===== src/rtl/assert_macros.svh =====
// ----------------------------------------------------------------------------
// Assertion macros
// Concurrent assertion wrappers shared by the RTL; empty under synthesis.
// ----------------------------------------------------------------------------
`ifndef ASSERT_MACROS_SVH
`define ASSERT_MACROS_SVH

`ifndef SYNTHESIS

`define ASSERT_IMPL(label, clk, rst_n, ante, cons, msg) \
	label: assert property (@(posedge clk) disable iff (!rst_n) (ante) |-> (cons)) \
		else $error(msg);

`define ASSERT_NEXT(label, clk, rst_n, ante, cons, msg) \
	label: assert property (@(posedge clk) disable iff (!rst_n) (ante) |=> (cons)) \
		else $error(msg);

`else

`define ASSERT_IMPL(label, clk, rst_n, ante, cons, msg)

`define ASSERT_NEXT(label, clk, rst_n, ante, cons, msg)

`endif

`endif


===== src/rtl/kfr_pkg.sv =====
// ----------------------------------------------------------------------------
// K-line frame receiver package
// Types and constants shared by the frame receiver modules.
// ----------------------------------------------------------------------------
`timescale 1ns / 1ps

package kfr_pkg;

	localparam int MAX_FRAME_DEF = 80;

	localparam logic [15:0] TIMEOUT_RESET = 16'd400;

	localparam logic [7:0] FMT_MASK = 8'hC0;
	localparam logic [7:0] FMT_MARK = 8'h80;
	localparam logic [7:0] LEN_MASK = 8'h3F;

	localparam logic [2:0] HDR_SHORT = 3'd3;
	localparam logic [2:0] HDR_LONG  = 3'd4;

	typedef enum logic [1:0] {
		KIND_PAYLOAD = 2'd0,
		KIND_GOOD    = 2'd1,
		KIND_BAD     = 2'd2,
		KIND_TIMEOUT = 2'd3
	} kind_t;

	typedef enum logic {
		CMD_BYTE = 1'b0,
		CMD_TICK = 1'b1
	} cmd_t;

	typedef struct packed {
		cmd_t        cmd;
		logic [7:0]  rx_byte;
	} item_t;

	typedef struct packed {
		kind_t       kind;
		logic [7:0]  data;
		logic [6:0]  position;
		logic [6:0]  payload_length;
	} result_t;

endpackage


===== src/rtl/kline_frame_receiver.sv =====
// A result is parsed from the input register and held in the result register.
// One item per cycle is taken while in_stall is low.
// The input register stalls only while the result register holds a stalled result.
// Reset (arst_n low) clears the search state, sets the timeout to 400 ticks
// and loads the tick budget with it.
// ----------------------------------------------------------------------------
// K-line frame receiver
// Parses ISO 14230 style frames from line bytes and millisecond ticks.
// ----------------------------------------------------------------------------
`timescale 1ns / 1ps

`include "assert_macros.svh"

module kline_frame_receiver #(
	parameter int MAX_FRAME = kfr_pkg::MAX_FRAME_DEF
) (
	input  logic        clk,
	input  logic        arst_n,
	input  logic        in_valid,
	output logic        in_stall,
	input  logic        cmd,
	input  logic [7:0]  rx_byte,
	output logic        out_valid,
	input  logic        out_stall,
	output logic [1:0]  kind,
	output logic [7:0]  data,
	output logic [6:0]  position,
	output logic [6:0]  payload_length,
	input  logic        cfg_valid,
	output logic        cfg_ready,
	input  logic [15:0] cfg_data
);

	kfr_pkg::item_t   item;
	kfr_pkg::item_t   item_s1;
	kfr_pkg::result_t res;
	kfr_pkg::result_t result_s2;
	logic             valid_s1;
	logic             valid_s2;
	logic             res_valid;
	logic             out_free;
	logic             advance;
	logic             out_blocked;
	logic             out_timeout;
	logic             out_end;
	logic             out_zero;

	assign item.cmd     = kfr_pkg::cmd_t'(cmd);
	assign item.rx_byte = rx_byte;

	assign cfg_ready = 1'b1;
	assign out_free  = !valid_s2 || !out_stall;
	assign advance   = valid_s1 && out_free;
	assign in_stall  = valid_s1 && !out_free;

	kfr_in_reg u_in_reg (
		.clk      (clk),
		.arst_n   (arst_n),
		.in_valid (in_valid),
		.in_stall (in_stall),
		.item     (item),
		.valid_s1 (valid_s1),
		.item_s1  (item_s1)
	);

	kfr_parser #(
		.MAX_FRAME (MAX_FRAME)
	) u_parser (
		.clk       (clk),
		.arst_n    (arst_n),
		.cfg_we    (cfg_valid && cfg_ready),
		.cfg_data  (cfg_data),
		.advance   (advance),
		.item_s1   (item_s1),
		.res_valid (res_valid),
		.res       (res)
	);

	kfr_out_reg u_out_reg (
		.clk       (clk),
		.arst_n    (arst_n),
		.load_en   (out_free),
		.res_valid (res_valid),
		.res       (res),
		.valid_s2  (valid_s2),
		.result_s2 (result_s2)
	);

	assign out_valid      = valid_s2;
	assign kind           = result_s2.kind;
	assign data           = result_s2.data;
	assign position       = result_s2.position;
	assign payload_length = result_s2.payload_length;

	assign out_blocked = valid_s2 && out_stall;
	assign out_timeout = out_valid && kind == kfr_pkg::KIND_TIMEOUT;
	assign out_end     = out_valid && kind != kfr_pkg::KIND_PAYLOAD;
	assign out_zero    = data == 8'd0 && position == 7'd0 && payload_length == 7'd0;

	`ASSERT_NEXT(a_accept_fills_s1, clk, arst_n, in_valid && !in_stall, valid_s1, "lost item")
	`ASSERT_IMPL(a_stall_cause, clk, arst_n, in_stall, out_blocked && valid_s1, "spurious stall")
	`ASSERT_IMPL(a_timeout_clean, clk, arst_n, out_timeout, out_zero, "timeout fields not zero")
	`ASSERT_IMPL(a_end_position, clk, arst_n, out_end, position == 7'd0, "end with position")

endmodule


===== src/rtl/kfr_in_reg.sv =====
// ----------------------------------------------------------------------------
// Input register
// Captures one accepted transaction and holds it while the parser is stalled.
// ----------------------------------------------------------------------------
`timescale 1ns / 1ps

module kfr_in_reg (
	input  logic           clk,
	input  logic           arst_n,
	input  logic           in_valid,
	input  logic           in_stall,
	input  kfr_pkg::item_t item,
	output logic           valid_s1,
	output kfr_pkg::item_t item_s1
);

	always_ff @(posedge clk or negedge arst_n) begin
		if (!arst_n) begin
			valid_s1 <= 1'b0;
		end else if (!in_stall) begin
			valid_s1 <= in_valid;
		end
	end

	always_ff @(posedge clk) begin
		if (in_valid && !in_stall) begin
			item_s1 <= item;
		end
	end

endmodule


===== src/rtl/kfr_parser.sv =====
// ----------------------------------------------------------------------------
// Frame parser
// Holds the frame search state and turns one item into at most one result.
// ----------------------------------------------------------------------------
`timescale 1ns / 1ps

module kfr_parser #(
	parameter int MAX_FRAME = kfr_pkg::MAX_FRAME_DEF
) (
	input  logic             clk,
	input  logic             arst_n,
	input  logic             cfg_we,
	input  logic [15:0]      cfg_data,
	input  logic             advance,
	input  kfr_pkg::item_t   item_s1,
	output logic             res_valid,
	output kfr_pkg::result_t res
);

	localparam int CW = $clog2(MAX_FRAME + 1);
	localparam logic [8:0] MAX_TOTAL = 9'(MAX_FRAME);

	logic [15:0]   timeout_q;
	logic [15:0]   ticks_left_q, ticks_left_d;
	logic [CW-1:0] byte_count_q, byte_count_d;
	logic [CW-1:0] frame_size_q, frame_size_d;
	logic [7:0]    length_seen_q, length_seen_d;
	logic [2:0]    header_size_q, header_size_d;
	logic [7:0]    running_sum_q, running_sum_d;

	logic [7:0]    b;
	logic [7:0]    short_len;
	logic [8:0]    short_total;
	logic [8:0]    long_total;
	logic [7:0]    pos_full;
	logic [CW-1:0] count_inc;

	always_comb begin
		b           = item_s1.rx_byte;
		short_len   = b & kfr_pkg::LEN_MASK;
		short_total = 9'(kfr_pkg::HDR_SHORT) + 9'(short_len) + 9'd1;
		long_total  = 9'(header_size_q) + 9'(b) + 9'd1;
		pos_full    = 8'(byte_count_q) - 8'(header_size_q);
		count_inc   = byte_count_q + CW'(1);

		ticks_left_d  = ticks_left_q;
		byte_count_d  = byte_count_q;
		frame_size_d  = frame_size_q;
		length_seen_d = length_seen_q;
		header_size_d = header_size_q;
		running_sum_d = running_sum_q;
		res_valid     = 1'b0;
		res           = '0;

		if (advance) begin
			if (item_s1.cmd == kfr_pkg::CMD_TICK) begin
				if (ticks_left_q <= 16'd1) begin
					byte_count_d  = '0;
					frame_size_d  = '0;
					length_seen_d = '0;
					header_size_d = '0;
					running_sum_d = '0;
					ticks_left_d  = timeout_q;
					res_valid     = 1'b1;
					res.kind      = kfr_pkg::KIND_TIMEOUT;
				end else begin
					ticks_left_d = ticks_left_q - 16'd1;
				end
			end else if (byte_count_q == '0) begin
				if ((b & kfr_pkg::FMT_MASK) == kfr_pkg::FMT_MARK) begin
					if (short_len == '0) begin
						length_seen_d = '0;
						header_size_d = kfr_pkg::HDR_LONG;
						frame_size_d  = '0;
						running_sum_d = b;
						byte_count_d  = CW'(1);
					end else if (short_total <= MAX_TOTAL) begin
						length_seen_d = short_len;
						header_size_d = kfr_pkg::HDR_SHORT;
						frame_size_d  = CW'(short_total);
						running_sum_d = b;
						byte_count_d  = CW'(1);
					end
				end
			end else if (frame_size_q == '0 && byte_count_q == CW'(3)) begin
				if (b == '0 || long_total > MAX_TOTAL) begin
					byte_count_d  = '0;
					frame_size_d  = '0;
					length_seen_d = '0;
					header_size_d = '0;
					running_sum_d = '0;
				end else begin
					length_seen_d = b;
					frame_size_d  = CW'(long_total);
					running_sum_d = running_sum_q + b;
					byte_count_d  = CW'(4);
				end
			end else if (frame_size_q != '0 && count_inc == frame_size_q) begin
				byte_count_d       = '0;
				frame_size_d       = '0;
				length_seen_d      = '0;
				header_size_d      = '0;
				running_sum_d      = '0;
				ticks_left_d       = timeout_q;
				res_valid          = 1'b1;
				res.kind           = (running_sum_q == b) ? kfr_pkg::KIND_GOOD
				                                          : kfr_pkg::KIND_BAD;
				res.data           = b;
				res.payload_length = length_seen_q[6:0];
			end else if (frame_size_q != '0 && 8'(byte_count_q) >= 8'(header_size_q)) begin
				running_sum_d      = running_sum_q + b;
				byte_count_d       = count_inc;
				res_valid          = 1'b1;
				res.kind           = kfr_pkg::KIND_PAYLOAD;
				res.data           = b;
				res.position       = pos_full[6:0];
				res.payload_length = length_seen_q[6:0];
			end else begin
				running_sum_d = running_sum_q + b;
				byte_count_d  = count_inc;
			end
		end
	end

	always_ff @(posedge clk or negedge arst_n) begin
		if (!arst_n) begin
			timeout_q <= kfr_pkg::TIMEOUT_RESET;
		end else if (cfg_we) begin
			timeout_q <= cfg_data;
		end
	end

	always_ff @(posedge clk or negedge arst_n) begin
		if (!arst_n) begin
			ticks_left_q  <= kfr_pkg::TIMEOUT_RESET;
			byte_count_q  <= '0;
			frame_size_q  <= '0;
			length_seen_q <= '0;
			header_size_q <= '0;
			running_sum_q <= '0;
		end else begin
			ticks_left_q  <= ticks_left_d;
			byte_count_q  <= byte_count_d;
			frame_size_q  <= frame_size_d;
			length_seen_q <= length_seen_d;
			header_size_q <= header_size_d;
			running_sum_q <= running_sum_d;
		end
	end

endmodule


===== src/rtl/kfr_out_reg.sv =====
// ----------------------------------------------------------------------------
// Result register
// Holds one result transaction until the receiving side takes it.
// ----------------------------------------------------------------------------
`timescale 1ns / 1ps

module kfr_out_reg (
	input  logic             clk,
	input  logic             arst_n,
	input  logic             load_en,
	input  logic             res_valid,
	input  kfr_pkg::result_t res,
	output logic             valid_s2,
	output kfr_pkg::result_t result_s2
);

	always_ff @(posedge clk or negedge arst_n) begin
		if (!arst_n) begin
			valid_s2 <= 1'b0;
		end else if (load_en) begin
			valid_s2 <= res_valid;
		end
	end

	always_ff @(posedge clk) begin
		if (load_en && res_valid) begin
			result_s2 <= res;
		end
	end

endmodule


===== config.mk =====
export PLATFORM = sky130hd
export DESIGN_NAME = kline_frame_receiver
export DESIGN_NICKNAME = d
export VERILOG_FILES = /design/src/rtl/kfr_pkg.sv /design/src/rtl/kline_frame_receiver.sv /design/src/rtl/kfr_in_reg.sv /design/src/rtl/kfr_parser.sv /design/src/rtl/kfr_out_reg.sv
export VERILOG_INCLUDE_DIRS = /design/src /design/src/rtl
export SDC_FILE = /design/constraint.sdc
export NUM_CORES = 1
export LEC_CHECK = 0
export BUFFER_PORTS_ARGS = -buffer_cell sky130_fd_sc_hd__buf_2
export CAP_MARGIN = 25
export CORE_UTILIZATION = 55
export DETAILED_ROUTE_END_ITERATION = 16
export MAX_ROUTING_LAYER = met4
export PLACE_DENSITY = 0.75
export RECOVER_POWER = 50
export SLEW_MARGIN = 0
export SYNTH_ARGS = -nofsm -noshare
export SYNTH_HDL_FRONTEND = slang
export SYNTH_HIERARCHICAL = 1
export SYNTH_SLANG_ARGS = --single-unit

===== constraint.sdc =====
create_clock -name clk -period 3.3 [get_ports clk]
set_clock_uncertainty 0.1 [all_clocks]
set_input_delay 0.165 -clock clk [delete_from_list [all_inputs] [get_ports clk]]
set_output_delay 0.165 -clock clk [all_outputs]
set_load 0.05 [all_outputs]

* After elaboration in Yosys (flattened, before gate mapping) *
Index checks and enable logic that the tools add are counted.

storage, ports and cells
  bits of input ports = 30
  bits in registers = 99

operators by class
  add/sub/neg operators = 8
  mux-type cells = 64
  reduce and logical (&&, ||, !) cells = 26
  bitwise operators = 2
  $lt $le $gt $ge = 4
  eq/ne operators = 10

operator list
  cell                   count
  $mux 7                 26
  $mux 16                5
  $mux 8                 9
  $mux 24                2
  $mux 3                 10
  $mux 22                1
  $add 9x1->9 const B    2
  $le 16x1->1 const B    1
  $logic_not 8->1        2
  $sub 16x1->16 const B  1
  $logic_not 7->1        2
  $mux 10                1
  $add 3x8->9            1
  $gt 9x7->1 const B     1
  $le 9x7->1 const B     1
  $add 8x8->8            1
  $eq 8x8->1             1
  $reduce_and 4->1       2
  $add 2x6->7 const A    1
  $add 7x1->7 const B    1
  $eq 7x2->1 const B     1
  $eq 7x7->1             1
  $ge 7x3->1             1
  $logic_and 1x1->1      7
  other kinds (19)       33

* Logic depth before layout (Yosys ltp) *
  word-level depth = 9
  mapped depth = 12
  mapped depth without buffers = 10

* Modules after synthesis *
Netlist, hierarchy kept.

by module, submodules not included
  module                seq. area each (µm²)  area each (µm²)  cells each  times used
  kfr_parser            1584.0                4461.8           500         1
  kfr_out_reg           745.7                 768.2            27          1
  kfr_in_reg            295.3                 319.1            12          1
  kline_frame_receiver  0.0                   30.0             5           1

* Worst setup path after synthesis *
No wires, ideal clock.

  path type = register to register
  start point = reg u_parser.byte_count_q[0]
  end point = reg, netlist name u_out_reg/result_s2[0]
  period minus slack after synthesis = 2.781 ns
  setup slack = 0.519 ns
  stages on the path, launching flop included = 10
  path buffers = 0
  arrival = 2.323 ns
  setup time = 0.358 ns
  data required time = 2.842 ns
  cell sequence = dfrtp_1 -> ha_1 -> and3_1 -> and3_1 -> xnor2_1 -> nor3_1 -> nand2b_1 -> a21oi_1 -> nor2_1 -> and2_2

on the way
  cells in the longest elaborated chain, start to end = 9

RTL lines
  element                                          line                                 source
  start, declared                                  kfr_parser.sv:25                     logic [CW-1:0] byte_count_q, byte_count_d;
  start signal, assigned                           kfr_parser.sv:143                    byte_count_q <= byte_count_d;
  $add 7x1->7 or $ge 7x3->1 (tied branches)        kfr_parser.sv:44, kfr_parser.sv:110
  $eq 7x7->1 or $logic_and 1x1->1 (tied branches)  kfr_parser.sv:98, kfr_parser.sv:110
  $logic_and 1x1->1 or $mux 1 (tied branches)      kfr_parser.sv:98, kfr_parser.sv:110
  $mux 1                                           kfr_parser.sv:98                     end else if (frame_size_q != '0 && count_inc == frame_size_q) begin
  $mux 1                                           kfr_parser.sv:85                     end else if (frame_size_q == '0 && byte_count_q == CW'(3)) begin
  $mux 1 *                                         kfr_parser.sv:69                     end else if (byte_count_q == '0) begin
  $mux 1 *                                         kfr_parser.sv:56                     if (item_s1.cmd == kfr_pkg::CMD_TICK) begin
  $mux 1 *                                         kfr_parser.sv:55                     if (advance) begin
  via res_valid                                    kline_frame_receiver.sv:40           logic res_valid;
  $logic_and 1x1->1 *                              kfr_out_reg.sv:26                    if (load_en && res_valid) begin

Mark *: on every way through the listed nets, which the timed path passes. The rest lies on a longest branch.
A chain may end at the register's enable or synchronous reset.

* Worst setup path after layout *
  start point = reg u_parser.header_size_q[1]
  end point = reg u_parser.length_seen_q[2]

on the way
  cells in the longest elaborated chain, start to end = 8

RTL lines
  element                 line               source
  start, declared         kfr_parser.sv:28   logic [2:0] header_size_q, header_size_d;
  start signal, assigned  kfr_parser.sv:146  header_size_q <= header_size_d;
  $add 3x8->9             kfr_parser.sv:42   long_total = 9'(header_size_q) + 9'(b) + 9'd1;
  $add 9x1->9             kfr_parser.sv:42
  $gt 9x7->1              kfr_parser.sv:86   if (b == '0 || long_total > MAX_TOTAL) begin
  $logic_or 1x1->1        kfr_parser.sv:86
  $mux 7                  kfr_parser.sv:86
  $mux 7                  kfr_parser.sv:85
  $mux 7                  kfr_parser.sv:69
  $mux 7                  kfr_parser.sv:56
  end signal, assigned    kfr_parser.sv:145  length_seen_q <= length_seen_d;
  end, declared           kfr_parser.sv:27   logic [7:0] length_seen_q, length_seen_d;

No other way between the ends.

==> results.sh <==
export IMPL_start_util_pct=56.8
export IMPL_avgSynthCellArea_um2=10.3
export IMPL_synth_cell_area_um2=5580
export IMPL_cts_root_buf="clkbuf_8"
export IMPL_post_route_period_util_pct=91.8
export IMPL_fp_dieH_um=103
export IMPL_grt_overflow=0
export IMPL_ys_ff_latch=98
export IMPL_grt_max_degree=66
export IMPL_dieArea_um2=10600
export IMPL_fin_cells=770
export IMPL_clk_pin_slew_ns=0.09
export IMPL_synth_edf_count=33
export IMPL_port_buffers=55
export IMPL_vias_per_cell=5.90
export IMPL_layout_drive_gt1_share_pct=18.2
export IMPL_cts_inserted_buffers=9
export IMPL_critPathKind="flip-flop to flip-flop"
export IMPL_h_tree_depth=3
export IMPL_synth_ff_type="dfrtp_1"
export IMPL_rsz0062_at_grt="false"
export IMPL_postLayoutCellArea_um2=6520
export IMPL_clock_path_buffers=2
export IMPL_powerDensity_nw_per_um2=749
export IMPL_worstPathRequired_ns=3.51
export IMPL_antenna_found_initial=0
export IMPL_async_reset_ff_share_pct=66.3
export IMPL_first_pass_iters=5
export IMPL_worst_slew_pin_slew_ns=1.63
export IMPL_dr_total_vias=4545
export IMPL_num_io_pins=57
export IMPL_drv_slew=66
export IMPL_synth_cell_types=79
export IMPL_grt_pass1_vias=4290
export IMPL_die_width_um=103
export IMPL_max_slew_margin_rel_pct=-8.75
export IMPL_synthTopCellsByArea="dfrtp_1 (26%), edfxtp_1 (18%), ha_1 (4.3%), mux2_2 (3.6%), o21ai_0 (3.2%)"
export IMPL_grt_first_pass_wirelength_um=21600
export IMPL_drc=0
export IMPL_yosysMostFrequentCell="dfrtp_1"
export IMPL_tns_ns=0
export IMPL_synth_nets=596
export IMPL_arrival_ns=3.24
export IMPL_row_count=36
export IMPL_place_hpwl_um=9330
export IMPL_crit_path_max_fanout=9
export IMPL_cts_sinks=98
export IMPL_place_gp_congestion=0.930
export IMPL_grt_util_all_layers_pct=27.9
export IMPL_power_leakage_nw=2.65
export IMPL_synthCells=544
export IMPL_ys_seq_area_share_pct=47.1
export IMPL_coreArea_um2=9820
export IMPL_min_period_ns=3.03
export IMPL_placed_area_um2=6010
export IMPL_nNetsFinal=684
export IMPL_yosys_top_cells_count="dfrtp_1 (59), nor2_1 (44), o21ai_0 (36)"
export IMPL_post_drt_wl_per_cell_um=17.5
export IMPL_post_route_util_pct=66.4
export IMPL_drt_iter0_markers=334
export IMPL_routed_wl_um=13400
export IMPL_violations="max-capacitance violations, max-slew violations"
export IMPL_status="finished, violations left"
export IMPL_yosysTopAreaCellShare_pct=26.5
export IMPL_finalSetupViolations=0
export IMPL_hold_path_class="input pin to flip-flop"
export IMPL_dp_cells=722
export IMPL_start_kind="flip-flop"
export IMPL_fmax_ghz=0.330
export IMPL_clkLatencyLatePin_ns=0.37
export IMPL_maxCapViolCount=1
export IMPL_total_power_w=0.00488
export IMPL_ant_nets=0
export IMPL_max_vdd_ir_drop_v=0.000374
export IMPL_synth_area_leader_cell="dfrtp_1"
export IMPL_hold_violations=0
export IMPL_diodes=0
export IMPL_area_delta_synth_final_pct=16.8
export IMPL_crit_path_end_kind="flip-flop"
export IMPL_cts_tree="done"
export IMPL_yosys_warnings=6
export IMPL_fillCellCount=800
-- metrics by stage --
| step | hold slack (ns) | setup WS (ns) |
|---|---|---|
| final | 0.101 | 0.272 |
| after global routing | 0.0982 | 0.0481 |
| after CTS | 0.0784 | 0.201 |
| after detailed placement | 0.244 | 0.240 |
| after global placement | 0.242 | 0.322 |
| after floorplan | -0.231 | 0.519 |
-- area by class of cell --
class                   count  area (um2)  area share (%)
clock buffers              11         153            2.34
flip-flops and latches     98        2630            40.3
inverters                  26        97.6            1.50
repair buffers            104         691            10.6
well taps                 133         166            2.55
multi-input cells         393        2730            41.9
clock inverters             5        57.6           0.883
-- placed cells by master (no fill, tap or decap), types with 19 or more instances in the layout --
master,instances
inv_1,25
nor2_1,44
ha_1,19
nand2_1,34
clkbuf_1,25
buf_4,20
dfrtp_1,59
o21ai_0,36
edfxtp_1,33
dlygate4sd3_1,27
buf_2,31
a21oi_1,32
-- worst max-delay path: stages, from the launching register on --
cell       delay [ns]
dfrtp_1          0.41
inv_1            0.14
ha_1             0.25
fa_1             0.42
xor2_1           0.25
nand3_1          0.12
a2bb2oi_1        0.15
o221ai_2         0.40
a31oi_2          0.18
nor3_4           0.23
buf_12           0.15
a32o_1           0.16
-- repair_timing --
action | in CTS | in global routing
setup endpoints to repair | 0 | 25
buffers inserted | 0 | 5
hold buffers | 27 | 0
gates resized for setup | 0 | 3
hold endpoints to repair | 85 | 0
-- worst paths after layout --
path | from | to | slack, ns | cells after the start
max | u_parser/header_size_q[1]$_DFFE_PN0P_ | u_parser/length_seen_q[2]$_DFFE_PN0P_ | 0.27 | 11
min | out_stall | u_out_reg/valid_s2$_DFFE_PN0P_ | 0.10 | 3
max reg2reg | u_parser/header_size_q[1]$_DFFE_PN0P_ | u_parser/length_seen_q[2]$_DFFE_PN0P_ | 0.27 | 11
min reg2reg | u_parser/length_seen_q[6]$_DFFE_PN0P_ | u_parser/length_seen_q[6]$_DFFE_PN0P_ | 0.39 | 2
max in group asynchronous | arst_n | u_parser/running_sum_q[4]$_DFFE_PN0P_ | 1.41 | 3
min in group asynchronous | arst_n | u_parser/timeout_q[12]$_DFFE_PN0P_ | 0.73 | 3
-- sequential cells by signal (all words and copies together) (netlist names) --
name and count:
u_in_reg/item_s1 9, u_parser/timeout_q 16, u_parser/header_size_q 2, u_out_reg/valid_s2 1, u_parser/frame_size_q 7, u_out_reg/result_s2 24
u_in_reg/valid_s1 1, u_parser/ticks_left_q 16, u_parser/running_sum_q 8, u_parser/byte_count_q 7, u_parser/length_seen_q 7
-- logic make-up (layout without fill, tap and decap cells) --
family | count (synthesis) | after routing | synth area share [%]
flip-flops | 98 | 98 | 47.1
AND/OR/NAND/NOR | 180 | 180 | 17.2
adder cells (fa/ha/maj) | 22 | 22 | 5.34
other | 1 | 1 | 0.0672
XOR/XNOR | 20 | 20 | 3.14
multiplexers | 21 | 21 | 4.35
buffers and inverters | 53 | 146 | 4.24
AO/OA/AOI/OAI | 149 | 149 | 18.6
-- power breakdown --
| group | switching [W] | internal, W | total (W) |
|---|---|---|---|
| Sequential | 0.000280 | 0.00161 | 0.00189 |
| Combinational | 0.00133 | 0.000852 | 0.00218 |
| Clock | 0.000420 | 0.000400 | 0.000820 |
| Total | 0.00203 | 0.00286 | 0.00488 |
-- layer usage --
| metal | GRT usage (%) | vias to the layer above | wire, um |
|---|---|---|---|
| met5 | - | - | 0 |
| met4 | 10.0 | 0 | 230 |
| met3 | 4.34 | 20 | 667 |
| met2 | 41.9 | 146 | 6450 |
| met1 | 38.4 | 2208 | 6100 |
| li1 | - | 2171 | - |
Power figures use the tool's default switching activity.
